--- src/design/ltl_pkg.sv ---
// Package for the Lua token lexer: widths, token kinds, scan modes and result type.
// No dependencies.
package ltl_pkg;
    localparam int KEYWORD_BYTES = 8;
    localparam int KW_IDX_BITS   = $clog2(KEYWORD_BYTES);
    localparam int OFFSET_BITS   = 32;
    localparam int LEN_BITS      = 16;
    localparam int LINE_BITS     = 24;
    localparam int MAX_RES       = 3;

    localparam logic [5:0] K_NAME   = 6'd21;
    localparam logic [5:0] K_NUMBER = 6'd22;
    localparam logic [5:0] K_STRING = 6'd23;
    localparam logic [5:0] K_EOS    = 6'd50;
    localparam logic [5:0] K_NONE   = 6'd63;

    localparam logic [2:0] E_NONE   = 3'd0;
    localparam logic [2:0] E_BLOCK  = 3'd1;
    localparam logic [2:0] E_STRING = 3'd2;
    localparam logic [2:0] E_TILDE  = 3'd3;
    localparam logic [2:0] E_BADCH  = 3'd4;

    typedef enum logic [4:0] {
        M_IDLE, M_OPP, M_CMT_START, M_CMT_BRACKET, M_LINE, M_BLOCK, M_BLOCK_CLOSE,
        M_NAME, M_NUM_ZERO, M_NUM_INT, M_NUM_FRAC, M_NUM_EXPS, M_NUM_EXP, M_NUM_HEX,
        M_STRING, M_STRING_ESC, M_STOP
    } t_mode;

    typedef struct packed {
        logic [5:0]             token_kind;
        logic                   is_payload;
        logic [7:0]             payload_byte;
        logic [2:0]             error_code;
        logic [LINE_BITS-1:0]   line_number;
        logic [31:0]            start_offset;
        logic [LEN_BITS-1:0]    text_length;
        logic                   last_of_run;
    } t_result;

    typedef struct packed {
        logic [1:0] count;
        t_result    r0;
        t_result    r1;
    } t_bundle;

    function automatic logic [5:0] single_kind(input logic [7:0] b);
        case (b)
            "+": single_kind = 6'd24;
            "-": single_kind = 6'd25;
            "*": single_kind = 6'd26;
            "/": single_kind = 6'd27;
            "%": single_kind = 6'd29;
            "^": single_kind = 6'd30;
            "#": single_kind = 6'd31;
            "(": single_kind = 6'd32;
            ")": single_kind = 6'd33;
            "{": single_kind = 6'd34;
            "}": single_kind = 6'd35;
            "[": single_kind = 6'd36;
            "]": single_kind = 6'd37;
            ";": single_kind = 6'd38;
            ":": single_kind = 6'd39;
            ",": single_kind = 6'd40;
            "=": single_kind = 6'd41;
            "<": single_kind = 6'd44;
            ">": single_kind = 6'd46;
            ".": single_kind = 6'd48;
            default: single_kind = K_NONE;
        endcase
    endfunction

    function automatic logic [5:0] pair_kind(input logic [7:0] p, input logic [7:0] b);
        pair_kind = K_NONE;
        if (p == "/" && b == "/") pair_kind = 6'd28;
        if (p == "=" && b == "=") pair_kind = 6'd42;
        if (p == "~" && b == "=") pair_kind = 6'd43;
        if (p == "<" && b == "=") pair_kind = 6'd45;
        if (p == ">" && b == "=") pair_kind = 6'd47;
        if (p == "." && b == ".") pair_kind = 6'd49;
    endfunction

    function automatic logic [5:0] keyword_kind(input logic [63:0] w);
        case (w)
            {"and", 40'd0}:      keyword_kind = 6'd0;
            {"break", 24'd0}:    keyword_kind = 6'd1;
            {"do", 48'd0}:       keyword_kind = 6'd2;
            {"else", 32'd0}:     keyword_kind = 6'd3;
            {"elseif", 16'd0}:   keyword_kind = 6'd4;
            {"end", 40'd0}:      keyword_kind = 6'd5;
            {"false", 24'd0}:    keyword_kind = 6'd6;
            {"for", 40'd0}:      keyword_kind = 6'd7;
            "function":          keyword_kind = 6'd8;
            {"if", 48'd0}:       keyword_kind = 6'd9;
            {"in", 48'd0}:       keyword_kind = 6'd10;
            {"local", 24'd0}:    keyword_kind = 6'd11;
            {"nil", 40'd0}:      keyword_kind = 6'd12;
            {"not", 40'd0}:      keyword_kind = 6'd13;
            {"or", 48'd0}:       keyword_kind = 6'd14;
            {"repeat", 16'd0}:   keyword_kind = 6'd15;
            {"return", 16'd0}:   keyword_kind = 6'd16;
            {"then", 32'd0}:     keyword_kind = 6'd17;
            {"true", 32'd0}:     keyword_kind = 6'd18;
            {"until", 24'd0}:    keyword_kind = 6'd19;
            {"while", 24'd0}:    keyword_kind = 6'd20;
            default:             keyword_kind = K_NAME;
        endcase
    endfunction
endpackage

--- src/design/ltl_if.sv ---
// Valid/ready stream interfaces for the Lua token lexer.
// Depends on ltl_pkg.
interface ltl_in_if import ltl_pkg::*; ();
    logic       valid;
    logic       ready;
    logic [7:0] source_byte;
    logic       end_of_input;
    modport source (output valid, source_byte, end_of_input, input ready);
    modport sink (input valid, source_byte, end_of_input, output ready);
endinterface

interface ltl_out_if import ltl_pkg::*; ();
    logic    valid;
    logic    ready;
    t_result data;
    modport source (output valid, data, input ready);
    modport sink (input valid, data, output ready);
endinterface

--- src/design/ltl_scanner.sv ---
// Scanner state and per-byte next-state logic; produces up to two results per request.
// Depends on ltl_pkg.
module ltl_scanner import ltl_pkg::*; (
    input  logic       i_clk,
    input  logic       i_rst_n,
    input  logic       i_take,
    input  logic [7:0] i_byte,
    input  logic       i_end,
    output t_bundle    o_bundle
);
    t_mode                 r_mode, n_mode;
    logic [7:0]            r_pend, n_pend;
    logic [7:0]            r_kw [KEYWORD_BYTES];
    logic [LINE_BITS-1:0]  r_line, n_line;
    logic [OFFSET_BITS-1:0] r_off;
    logic [OFFSET_BITS-1:0] r_tstart, n_tstart;
    logic [LINE_BITS-1:0]  r_tline, n_tline;
    logic [LEN_BITS-1:0]   r_tlen, n_tlen;
    logic                  r_quote, n_quote;
    logic                  kw_we0, kw_wen;
    logic [LEN_BITS-1:0]   grown;
    logic [63:0]           kw_word;
    t_result               res [2];
    logic [1:0]            cnt;

    assign grown = (r_tlen == {LEN_BITS{1'b1}}) ? r_tlen : r_tlen + 1'b1;

    always_comb begin
        kw_word = '0;
        for (int i = 0; i < 8; i++) begin
            if (LEN_BITS'(i) < r_tlen) kw_word[63-8*i -: 8] = r_kw[i];
        end
    end

    function automatic logic is_dig(input logic [7:0] b);
        return b >= "0" && b <= "9";
    endfunction
    function automatic logic is_alp(input logic [7:0] b);
        return (b >= "a" && b <= "z") || (b >= "A" && b <= "Z");
    endfunction
    function automatic logic is_hex(input logic [7:0] b);
        return is_dig(b) || (b >= "a" && b <= "f") || (b >= "A" && b <= "F");
    endfunction

    function automatic t_result mk(input logic [5:0] k, input logic p, input logic [7:0] pb,
        input logic [2:0] e, input logic [LINE_BITS-1:0] l,
        input logic [OFFSET_BITS-1:0] s, input logic [LEN_BITS-1:0] n);
        t_result r;
        r.token_kind = k; r.is_payload = p; r.payload_byte = pb; r.error_code = e;
        r.line_number = l; r.start_offset = 32'(s); r.text_length = n; r.last_of_run = 1'b0;
        return r;
    endfunction

    always_comb begin
        logic do_idle, do_flush;
        t_result fl;
        n_mode = r_mode; n_pend = r_pend; n_tstart = r_tstart; n_tline = r_tline;
        n_tlen = r_tlen; n_quote = r_quote; kw_we0 = 1'b0; kw_wen = 1'b0;
        res[0] = '0; res[1] = '0; cnt = 2'd0;
        do_idle = 1'b0; do_flush = 1'b0;
        n_line = r_line;
        if (r_mode == M_NAME) fl = mk((r_tlen > LEN_BITS'(8)) ? K_NAME : keyword_kind(kw_word),
            1'b0, 8'd0, E_NONE, r_tline, r_tstart, r_tlen);
        else if (r_mode == M_OPP) fl = mk(single_kind(r_pend), 1'b0, 8'd0, E_NONE, r_tline,
            r_tstart, LEN_BITS'(1));
        else fl = mk(K_NUMBER, 1'b0, 8'd0, E_NONE, r_tline, r_tstart, r_tlen);
        if (i_end || i_byte == 8'd0) begin
            case (r_mode)
                M_STOP: ;
                M_BLOCK, M_BLOCK_CLOSE: begin
                    res[0] = mk(K_EOS, 1'b0, 8'd0, E_BLOCK, r_line, r_off, '0); cnt = 2'd1;
                end
                M_STRING, M_STRING_ESC: begin
                    res[0] = mk(K_EOS, 1'b0, 8'd0, E_STRING, r_tline, r_off, '0); cnt = 2'd1;
                end
                M_IDLE, M_CMT_START, M_CMT_BRACKET, M_LINE: begin
                    res[0] = mk(K_EOS, 1'b0, 8'd0, E_NONE, r_line, r_off, '0); cnt = 2'd1;
                end
                default: begin
                    if (r_mode == M_OPP && r_pend == "~") begin
                        res[0] = mk(K_EOS, 1'b0, 8'd0, E_TILDE, r_tline, r_off, '0);
                        cnt = 2'd1;
                    end else begin
                        res[0] = fl;
                        res[1] = mk(K_EOS, 1'b0, 8'd0, E_NONE, r_line, r_off, '0);
                        cnt = 2'd2;
                    end
                end
            endcase
            n_mode = M_STOP;
        end else if (r_mode != M_STOP) begin
            case (r_mode)
                M_IDLE: do_idle = 1'b1;
                M_OPP: begin
                    if (r_pend == "-" && i_byte == "-") n_mode = M_CMT_START;
                    else if (r_pend == "." && is_dig(i_byte)) begin
                        n_tlen = grown; n_mode = M_NUM_FRAC;
                    end else if (pair_kind(r_pend, i_byte) != K_NONE) begin
                        res[0] = mk(pair_kind(r_pend, i_byte), 1'b0, 8'd0, E_NONE, r_tline,
                            r_tstart, LEN_BITS'(2));
                        cnt = 2'd1; n_mode = M_IDLE;
                    end else if (r_pend == "~") begin
                        res[0] = mk(K_EOS, 1'b0, 8'd0, E_TILDE, r_tline, r_off, '0);
                        cnt = 2'd1; n_mode = M_STOP;
                    end else do_flush = 1'b1;
                end
                M_CMT_START, M_CMT_BRACKET: begin
                    if (i_byte == "[") n_mode = (r_mode == M_CMT_START) ? M_CMT_BRACKET : M_BLOCK;
                    else n_mode = (i_byte == 8'h0a) ? M_IDLE : M_LINE;
                end
                M_LINE: if (i_byte == 8'h0a) n_mode = M_IDLE;
                M_BLOCK: if (i_byte == "]") n_mode = M_BLOCK_CLOSE;
                M_BLOCK_CLOSE: n_mode = (i_byte == "]") ? M_IDLE : M_BLOCK;
                M_NAME: begin
                    if (is_alp(i_byte) || is_dig(i_byte) || i_byte == "_") begin
                        kw_wen = r_tlen < LEN_BITS'(KEYWORD_BYTES);
                        n_tlen = grown;
                    end else do_flush = 1'b1;
                end
                M_STRING: begin
                    if (i_byte == (r_quote ? 8'h27 : 8'h22)) begin
                        res[0] = mk(K_STRING, 1'b0, 8'd0, E_NONE, r_tline, r_tstart, grown);
                        cnt = 2'd1; n_mode = M_IDLE; n_tlen = grown;
                    end else if (i_byte == 8'h0a) begin
                        res[0] = mk(K_EOS, 1'b0, 8'd0, E_STRING, r_tline, r_off, '0);
                        cnt = 2'd1; n_mode = M_STOP;
                    end else begin
                        n_tlen = grown;
                        if (i_byte == 8'h5c) n_mode = M_STRING_ESC;
                        else begin
                            res[0] = mk(K_STRING, 1'b1, i_byte, E_NONE, r_tline, r_tstart, '0);
                            cnt = 2'd1;
                        end
                    end
                end
                M_STRING_ESC: begin
                    n_tlen = grown; n_mode = M_STRING; cnt = 2'd1;
                    res[0] = mk(K_STRING, 1'b1, (i_byte == "n") ? 8'd10 : (i_byte == "t") ? 8'd9 :
                        (i_byte == "r") ? 8'd13 : (i_byte == "0") ? 8'd0 : i_byte,
                        E_NONE, r_tline, r_tstart, '0);
                end
                M_NUM_ZERO, M_NUM_INT, M_NUM_FRAC, M_NUM_EXPS, M_NUM_EXP, M_NUM_HEX: begin
                    if (r_mode == M_NUM_ZERO && (i_byte == "x" || i_byte == "X")) begin
                        n_tlen = grown; n_mode = M_NUM_HEX;
                    end else if (r_mode == M_NUM_HEX) begin
                        if (is_hex(i_byte)) n_tlen = grown; else do_flush = 1'b1;
                    end else if (r_mode == M_NUM_EXPS) begin
                        if (i_byte == "+" || i_byte == "-" || is_dig(i_byte)) begin
                            n_tlen = grown; n_mode = M_NUM_EXP;
                        end else do_flush = 1'b1;
                    end else if (is_dig(i_byte)) begin
                        n_tlen = grown; n_mode = (r_mode == M_NUM_ZERO) ? M_NUM_INT : r_mode;
                    end else if ((r_mode == M_NUM_INT || r_mode == M_NUM_ZERO)
                        && i_byte == ".") begin
                        n_tlen = grown; n_mode = M_NUM_FRAC;
                    end else if (r_mode != M_NUM_EXP && (i_byte == "e" || i_byte == "E")) begin
                        n_tlen = grown; n_mode = M_NUM_EXPS;
                    end else do_flush = 1'b1;
                end
                default: ;
            endcase
            if (do_flush) begin
                res[0] = fl; cnt = 2'd1; n_mode = M_IDLE; do_idle = 1'b1;
            end
            if (do_idle) begin
                n_mode = M_IDLE;
                if (i_byte == 8'h20 || i_byte == 8'h09 || i_byte == 8'h0d || i_byte == 8'h0a) ;
                else if (is_dig(i_byte) || is_alp(i_byte) || i_byte == "_" ||
                    i_byte == 8'h22 || i_byte == 8'h27 || i_byte == "-" || i_byte == "/" ||
                    i_byte == "=" || i_byte == "~" || i_byte == "<" || i_byte == ">" ||
                    i_byte == ".") begin
                    n_tstart = r_off; n_tline = r_line; n_tlen = LEN_BITS'(1);
                    if (is_dig(i_byte)) n_mode = (i_byte == "0") ? M_NUM_ZERO : M_NUM_INT;
                    else if (is_alp(i_byte) || i_byte == "_") begin
                        n_mode = M_NAME; kw_we0 = 1'b1;
                    end else if (i_byte == 8'h22 || i_byte == 8'h27) begin
                        n_mode = M_STRING; n_quote = (i_byte == 8'h27);
                    end else begin
                        n_mode = M_OPP; n_pend = i_byte;
                    end
                end else if (single_kind(i_byte) != K_NONE) begin
                    res[cnt[0]] = mk(single_kind(i_byte), 1'b0, 8'd0, E_NONE, r_line, r_off,
                        LEN_BITS'(1));
                    cnt = cnt + 2'd1;
                end else begin
                    res[cnt[0]] = mk(K_EOS, 1'b0, 8'd0, E_BADCH, r_line, r_off, '0);
                    cnt = cnt + 2'd1; n_mode = M_STOP;
                end
            end
            if (i_byte == 8'h0a && r_line != {LINE_BITS{1'b1}}) n_line = r_line + 1'b1;
        end
    end

    always_comb begin
        o_bundle.count = cnt;
        o_bundle.r0 = res[0];
        o_bundle.r1 = res[1];
        if (cnt == 2'd1) o_bundle.r0.last_of_run = 1'b1;
        if (cnt == 2'd2) o_bundle.r1.last_of_run = 1'b1;
    end

    always_ff @(posedge i_clk) begin
        if (!i_rst_n) begin
            r_mode <= M_IDLE; r_pend <= '0; r_line <= LINE_BITS'(1); r_off <= '0;
            r_tstart <= '0; r_tline <= LINE_BITS'(1); r_tlen <= '0; r_quote <= 1'b0;
        end else if (i_take) begin
            r_mode <= n_mode; r_pend <= n_pend; r_line <= n_line; r_tstart <= n_tstart;
            r_tline <= n_tline; r_tlen <= n_tlen; r_quote <= n_quote;
            if (!(i_end || i_byte == 8'd0) && r_mode != M_STOP) r_off <= r_off + 1'b1;
        end
    end

    always_ff @(posedge i_clk) begin
        if (i_take && kw_we0) r_kw[0] <= i_byte;
        if (i_take && kw_wen) r_kw[r_tlen[KW_IDX_BITS-1:0]] <= i_byte;
    end
endmodule

--- src/design/ltl_out_queue.sv ---
// Four-entry result buffer; drains one result per cycle while the receiver is ready.
// Depends on ltl_pkg.
module ltl_out_queue import ltl_pkg::*; (
    input  logic    i_clk,
    input  logic    i_rst_n,
    input  logic    i_push,
    input  t_bundle i_bundle,
    output logic    o_space,
    ltl_out_if.source o_out
);
    t_result    r_q [4];
    logic [1:0] r_rd;
    logic [2:0] r_cnt;
    logic       pop;
    logic [1:0] npush;

    assign pop     = o_out.valid && o_out.ready;
    assign npush   = i_push ? i_bundle.count : 2'd0;
    assign o_space = r_cnt <= 3'd2;
    assign o_out.valid = r_cnt != 3'd0;
    assign o_out.data  = r_q[r_rd];

    always_ff @(posedge i_clk) begin
        logic [1:0] wr;
        wr = r_rd + r_cnt[1:0];
        if (npush != 2'd0) r_q[wr] <= i_bundle.r0;
        if (npush == 2'd2) r_q[wr + 2'd1] <= i_bundle.r1;
        if (!i_rst_n) begin
            r_rd <= '0; r_cnt <= '0;
        end else begin
            r_rd  <= r_rd + {1'b0, pop};
            r_cnt <= r_cnt + {1'b0, npush} - {2'b0, pop};
        end
    end
endmodule

--- src/design/lua_token_lexer_unit.sv ---
// Top level of the Lua token lexer: scanner and result buffer.
// Depends on ltl_pkg, ltl_if, ltl_scanner and ltl_out_queue.
// One source byte is taken per cycle; each byte yields zero to two result requests, which
// pass through a four-entry buffer that drains one per cycle while the output is ready,
// so input stalls only while the buffer holds more than two waiting results.
module lua_token_lexer_unit import ltl_pkg::*; (
    input  logic i_clk,
    input  logic i_rst_n,
    ltl_in_if.sink    i_in,
    ltl_out_if.source o_out
);
    logic    space, take;
    t_bundle bundle;

    assign i_in.ready = space;
    assign take = i_in.valid && space;

    ltl_scanner u_scan (
        .i_clk(i_clk), .i_rst_n(i_rst_n), .i_take(take), .i_byte(i_in.source_byte),
        .i_end(i_in.end_of_input), .o_bundle(bundle)
    );

    ltl_out_queue u_queue (
        .i_clk(i_clk), .i_rst_n(i_rst_n), .i_push(take), .i_bundle(bundle),
        .o_space(space), .o_out(o_out)
    );
endmodule

--- src/flat_wrapper.sv ---
// flat-port wrapper written by rule: the top's interface ports become plain ports
module lua_token_lexer_unit_flat import ltl_pkg::*;
  (i_clk, i_rst_n, i_in_valid, i_in_source_byte, i_in_end_of_input, i_in_ready, o_out_valid, o_out_data, o_out_ready);
  ltl_in_if i_in_i ();
  ltl_out_if o_out_i ();
  input  logic i_clk;
  input  logic i_rst_n;
  input wire logic [$bits(i_in_i.valid)-1:0] i_in_valid;
  input wire logic [$bits(i_in_i.source_byte)-1:0] i_in_source_byte;
  input wire logic [$bits(i_in_i.end_of_input)-1:0] i_in_end_of_input;
  output wire logic [$bits(i_in_i.ready)-1:0] i_in_ready;
  output wire logic [$bits(o_out_i.valid)-1:0] o_out_valid;
  output wire logic [$bits(o_out_i.data)-1:0] o_out_data;
  input wire logic [$bits(o_out_i.ready)-1:0] o_out_ready;
  assign i_in_i.valid = i_in_valid;
  assign i_in_i.source_byte = i_in_source_byte;
  assign i_in_i.end_of_input = i_in_end_of_input;
  assign i_in_ready = i_in_i.ready;
  assign o_out_valid = o_out_i.valid;
  assign o_out_data = o_out_i.data;
  assign o_out_i.ready = o_out_ready;
  lua_token_lexer_unit u_core (.i_clk(i_clk), .i_rst_n(i_rst_n), .i_in(i_in_i), .o_out(o_out_i));
endmodule
--- config.mk ---
export PLATFORM = sky130hd
export DESIGN_NAME = lua_token_lexer_unit_flat
export DESIGN_NICKNAME = d
export VERILOG_FILES = /design/src/design/ltl_pkg.sv /design/src/design/ltl_if.sv /design/src/design/ltl_scanner.sv /design/src/design/ltl_out_queue.sv /design/src/design/lua_token_lexer_unit.sv /design/src/flat_wrapper.sv
export SDC_FILE = /design/constraint.sdc
export NUM_CORES = 1
export LEC_CHECK = 0
export ABC_AREA = 0
export BUFFER_PORTS_ARGS = -buffer_cell sky130_fd_sc_hd__buf_2
export CAP_MARGIN = 20
export CORE_AREA = 2 2 334 336
export CTS_BUF_LIST = sky130_fd_sc_hd__clkbuf_16
export DETAILED_ROUTE_END_ITERATION = 10
export DIE_AREA = 0 0 336 338
export HOLD_SLACK_MARGIN = 0.02
export PLACE_DENSITY = 0.41
export SLEW_MARGIN = 20
export SYNTH_ARGS = -nofsm -noshare
export SYNTH_HDL_FRONTEND = slang
export SYNTH_HIERARCHICAL = 1
export SYNTH_SLANG_ARGS = --single-unit
--- constraint.sdc ---
create_clock -name i_clk -period 26.5 [get_ports i_clk]
set_clock_uncertainty 0.15 [all_clocks]
set_input_delay 2.65 -clock i_clk [delete_from_list [all_inputs] [get_ports i_clk]]
set_output_delay 2.65 -clock i_clk [all_outputs]
set_load 0.01 [all_outputs]
==> results.yml <==
outcome:
  status: "finished clean"
floorplanning:
  die_area_um2: 113600
  ios: 106
  fp.dieH_um: 338
  fp.coreArea_um2: 110100
  placementRows: 122
  start_util_pct: 29.82
  die_w_um: 336
clock_network:
  htree_num_levels: 3
  clk_latency_ps: 660
  ctsResizeCount: 0
  clock-sinks: 575
  cts_hold_buf: 0
  root_buffer: "clkbuf_16"
  clk_pin_slew_worst_paths_ps: 60
  numCtsBuffers: 70
  clockBufferDepth: 3
  tritoncts: "yes"
  postCtsSetupBuffers: 0
grt:
  grt_first_pass_wirelength_um: 165600
  grt_max_degree: 73
  antenna_found_initial: 4
  grt_overflow: 0
  grt_usage_pct: 19.56
  grt_pass1_vias: 24260
synthesis:
  syn_avg_cell_area_um2: 11.44
  synthFlopType: "edfxtp_1"
  synthCells: 2870
  synth_top_area_share_pct: 39.16
  ys_warn_count: 6
  ys_seq_area_share_pct: 48.13
  yosys-top-cells-count: "edfxtp_1, mux2_1, nand2_1"
  synth-seq-cells: 575
  netlist_area_um2: 32820
  synth.area.top_cells: "edfxtp_1, mux2_1, dfxtp_1, mux4_2, nand2_1"
  async_reset_ff_share_pct: 0
  synthMostInstantiatedCell: "edfxtp_1"
  synth.distinct_cells: 110
  synth_edf_count: 428
  synth_top_cell_by_area: "edfxtp_1"
setup_path:
  start_kind: "input port"
  required_ps: 26730
  r2r_start: "u_core/u_scan/r_mode[3]$_SDFFE_PN0P_"
  arrival_ps: 8970
  rrSetupSlack_ps: 19510
  critPathKind: "in -> reg"
  rr_worst_depth: 13
  r2r-end: "u_core/u_queue/r_q[3][32]$_DFFE_PP_"
  end_kind: "flop"
  cp_max_fo: 44
power_and_ir_drop:
  swShare_pct: 32.66
  p_switching_mw: 0.9090
  p_total_mw: 2.783
  p_leak_nw: 12.48
  pwr-share-clk_pct: 34.3
  p_per_area_nw_per_um2: 75.91
  vdd_drop_max_mv: 0.04823
  power_frac_comb_pct: 25.1
  seqPwrFrac_pct: 40.6
  intPower_mw: 1.874
drt:
  routed-via-count: 24330
  via_per_inst: 5.494
  drtIter0Drc: 2040
  ant_nets: 0
  post-route-drc-count: 0
  first_pass_iters: 6
  wl_per_cell_um: 25.33
  drt-total-wl_um: 112200
layout:
  multiInputGateArea_um2: 15780
  drive_gt1_share_pct: 13.43
  fin_area_um2: 36670
  area_growth_pct: 11.72
  nFillCells: 10980
  fin_nets: 2906
  antenna_cells: 0
  seqCellArea_um2: 15800
placement:
  dp_worst_setup_slack_ps: 17020
  place.port_buffers: 105
  place.gp.congestion: 0.8693
  placed_cell_area_um2: 34390
  dp_hpwl_um: 71530
job:
  cap_violations: 0
hold_path:
  min_delay_path_depth: 2
  holdPathEnd: "u_core/u_scan/r_tline[10]$_SDFFE_PN0P_"
  hold_path_startpoint: "u_core/u_scan/r_tline[10]$_SDFFE_PN0P_"
  hold_class: "reg -> reg"
timing:
  finalCritPeriodShare_pct: 32.98
  final-max-slew-violation-count: 0
  fin_crit_ps: 8738
  hold_viol: 0
  timing.slew.headroom_pct: 26.82
  finalSetupViolations: 0
  fmax_mhz: 114.4
  setup_ws_ps: 17760
  rsz0062_at_grt: "false"
  tns_ps: 0
  tightest_slew_ps: 1098
==> layout by cell type, fill, tap and decap left out, drive strengths merged, types with 8 or more instances in the layout <==
cell    synthesis  final
xor2           30     30
nor3b          13     13
conb            1     26
nor4b           9      9
buf           136    150
o221ai          8      8
nand3          93     93
inv            21     50
nand4          56     56
nor3           63     63
a22oi          64     64
edfxtp        428    428
mux2          366    366
and2           39     39
and3           33     33
or4            17     17
ha              8      8
nand3b         11     11
nor2b          79     79
clkbuf         98     73
o22ai          17     17
mux4           91     91
o31ai          13     13
dfxtp         147    147
a211oi          8      8
or3            26     26
nand2         269    269
o21ai         118    118
a21o            9      9
xnor2          22     22
nand2b         30     30
a21oi         144    144
a31oi          14     14
nor4           59     59
nand4b         17     17
o211ai         12     12
a22o           32     32
nor2          152    152
clkinv          1     22
==> per-layer routing <==
metal	GRT usage, %	part of all wire (%)	vias up
met5	0	0	-
met3	3.158	5.7	143
met4	4.914	2.0	0
met1	28.07	47	12370
met2	30.64	45	795
li1	-	-	11030
==> power groups by stage <==
| stage | clock network (mW) | logic, mW | registers [mW] |
|---|---|---|---|
| after global routing | 1.02 | 0.754 | 1.14 |
| after floorplan | 0 | 0.442 | 1.14 |
| after detailed placement | 0 | 0.713 | 1.15 |
| after CTS | 0.987 | 0.715 | 1.13 |
| after global placement | 0 | 0.714 | 1.15 |
| final | 0.955 | 0.699 | 1.13 |
==> kinds of logic after synthesis <==
| logic type | Yosys count | synth area share (%) |
|---|---|---|
| compound gates | 508 | 10.18 |
| xor+xnor | 53 | 1.456 |
| fa+ha+maj | 9 | 0.3660 |
| buf+inv | 256 | 4.365 |
| flops | 575 | 48.13 |
| mux | 463 | 18.99 |
| other cells | 1 | 0.01143 |
| simple gates | 1005 | 16.51 |
==> worst max-delay path by stage <==
stage                     cells past startpoint                                   to  slack (ps)                 from
after floorplan                              12   u_core/u_queue/r_q[2][0]$_DFFE_PP_       14070  i_in_source_byte[0]
after CTS                                    16  u_core/u_queue/r_q[3][48]$_DFFE_PP_       17720  i_in_source_byte[5]
after detailed placement                     16  u_core/u_queue/r_q[3][22]$_DFFE_PP_       17020  i_in_source_byte[5]
after global routing                         16  u_core/u_queue/r_q[3][48]$_DFFE_PP_       17370  i_in_source_byte[5]
final                                        16  u_core/u_queue/r_q[3][32]$_DFFE_PP_       17760  i_in_source_byte[4]
after global placement                       16  u_core/u_queue/r_q[3][24]$_DFFE_PP_       17160  i_in_source_byte[5]
==> critical path: stages <==
cell      delay [ps]
buf_2            500
nor4bb_2         690
and2_4           330
or2_2            140
a211oi_2          60
buf_4            210
nand2_1          180
nand4_1          270
ha_1             370
mux2i_1          130
o21bai_1         220
nor4bb_1         600
nor2b_4          810
buf_4            540
buf_4            760
mux2_1           390
==> state kept, by name (all words and copies together) (netlist names), 5 cells and up <==
name,flops
u_core/u_queue/r_q,364
u_core/u_scan/r_kw,64
u_core/u_scan/r_line,24
u_core/u_scan/r_mode,5
u_core/u_scan/r_off,32
u_core/u_scan/r_pend,8
u_core/u_scan/r_tlen,16
u_core/u_scan/r_tline,24
u_core/u_scan/r_tstart,32
==> layout make-up <==
cell class,instances,area share [%]
Sequential cell,575,43.10
Multi-Input combinational cell,2064,43.05
Tap cell,1488,5.078
Clock buffer,72,4.914
Timing Repair Buffer,151,2.375
Clock inverter,57,1.259
Inverter,22,0.2286
==> per-stage QoR <==
stage / instances / hold slack [ps] / util (%)
final: 4429 / 302.3 / 33.32
after global routing: 4429 / 324.1 / 33.32
after CTS: 4428 / 305.3 / 33.30
after detailed placement: 4299 / 297.5 / 31.25
after global placement: 4299 / 292.2 / 31.24
after floorplan: 2895 / 286.6 / -
(Power assumes the default switching activity.)
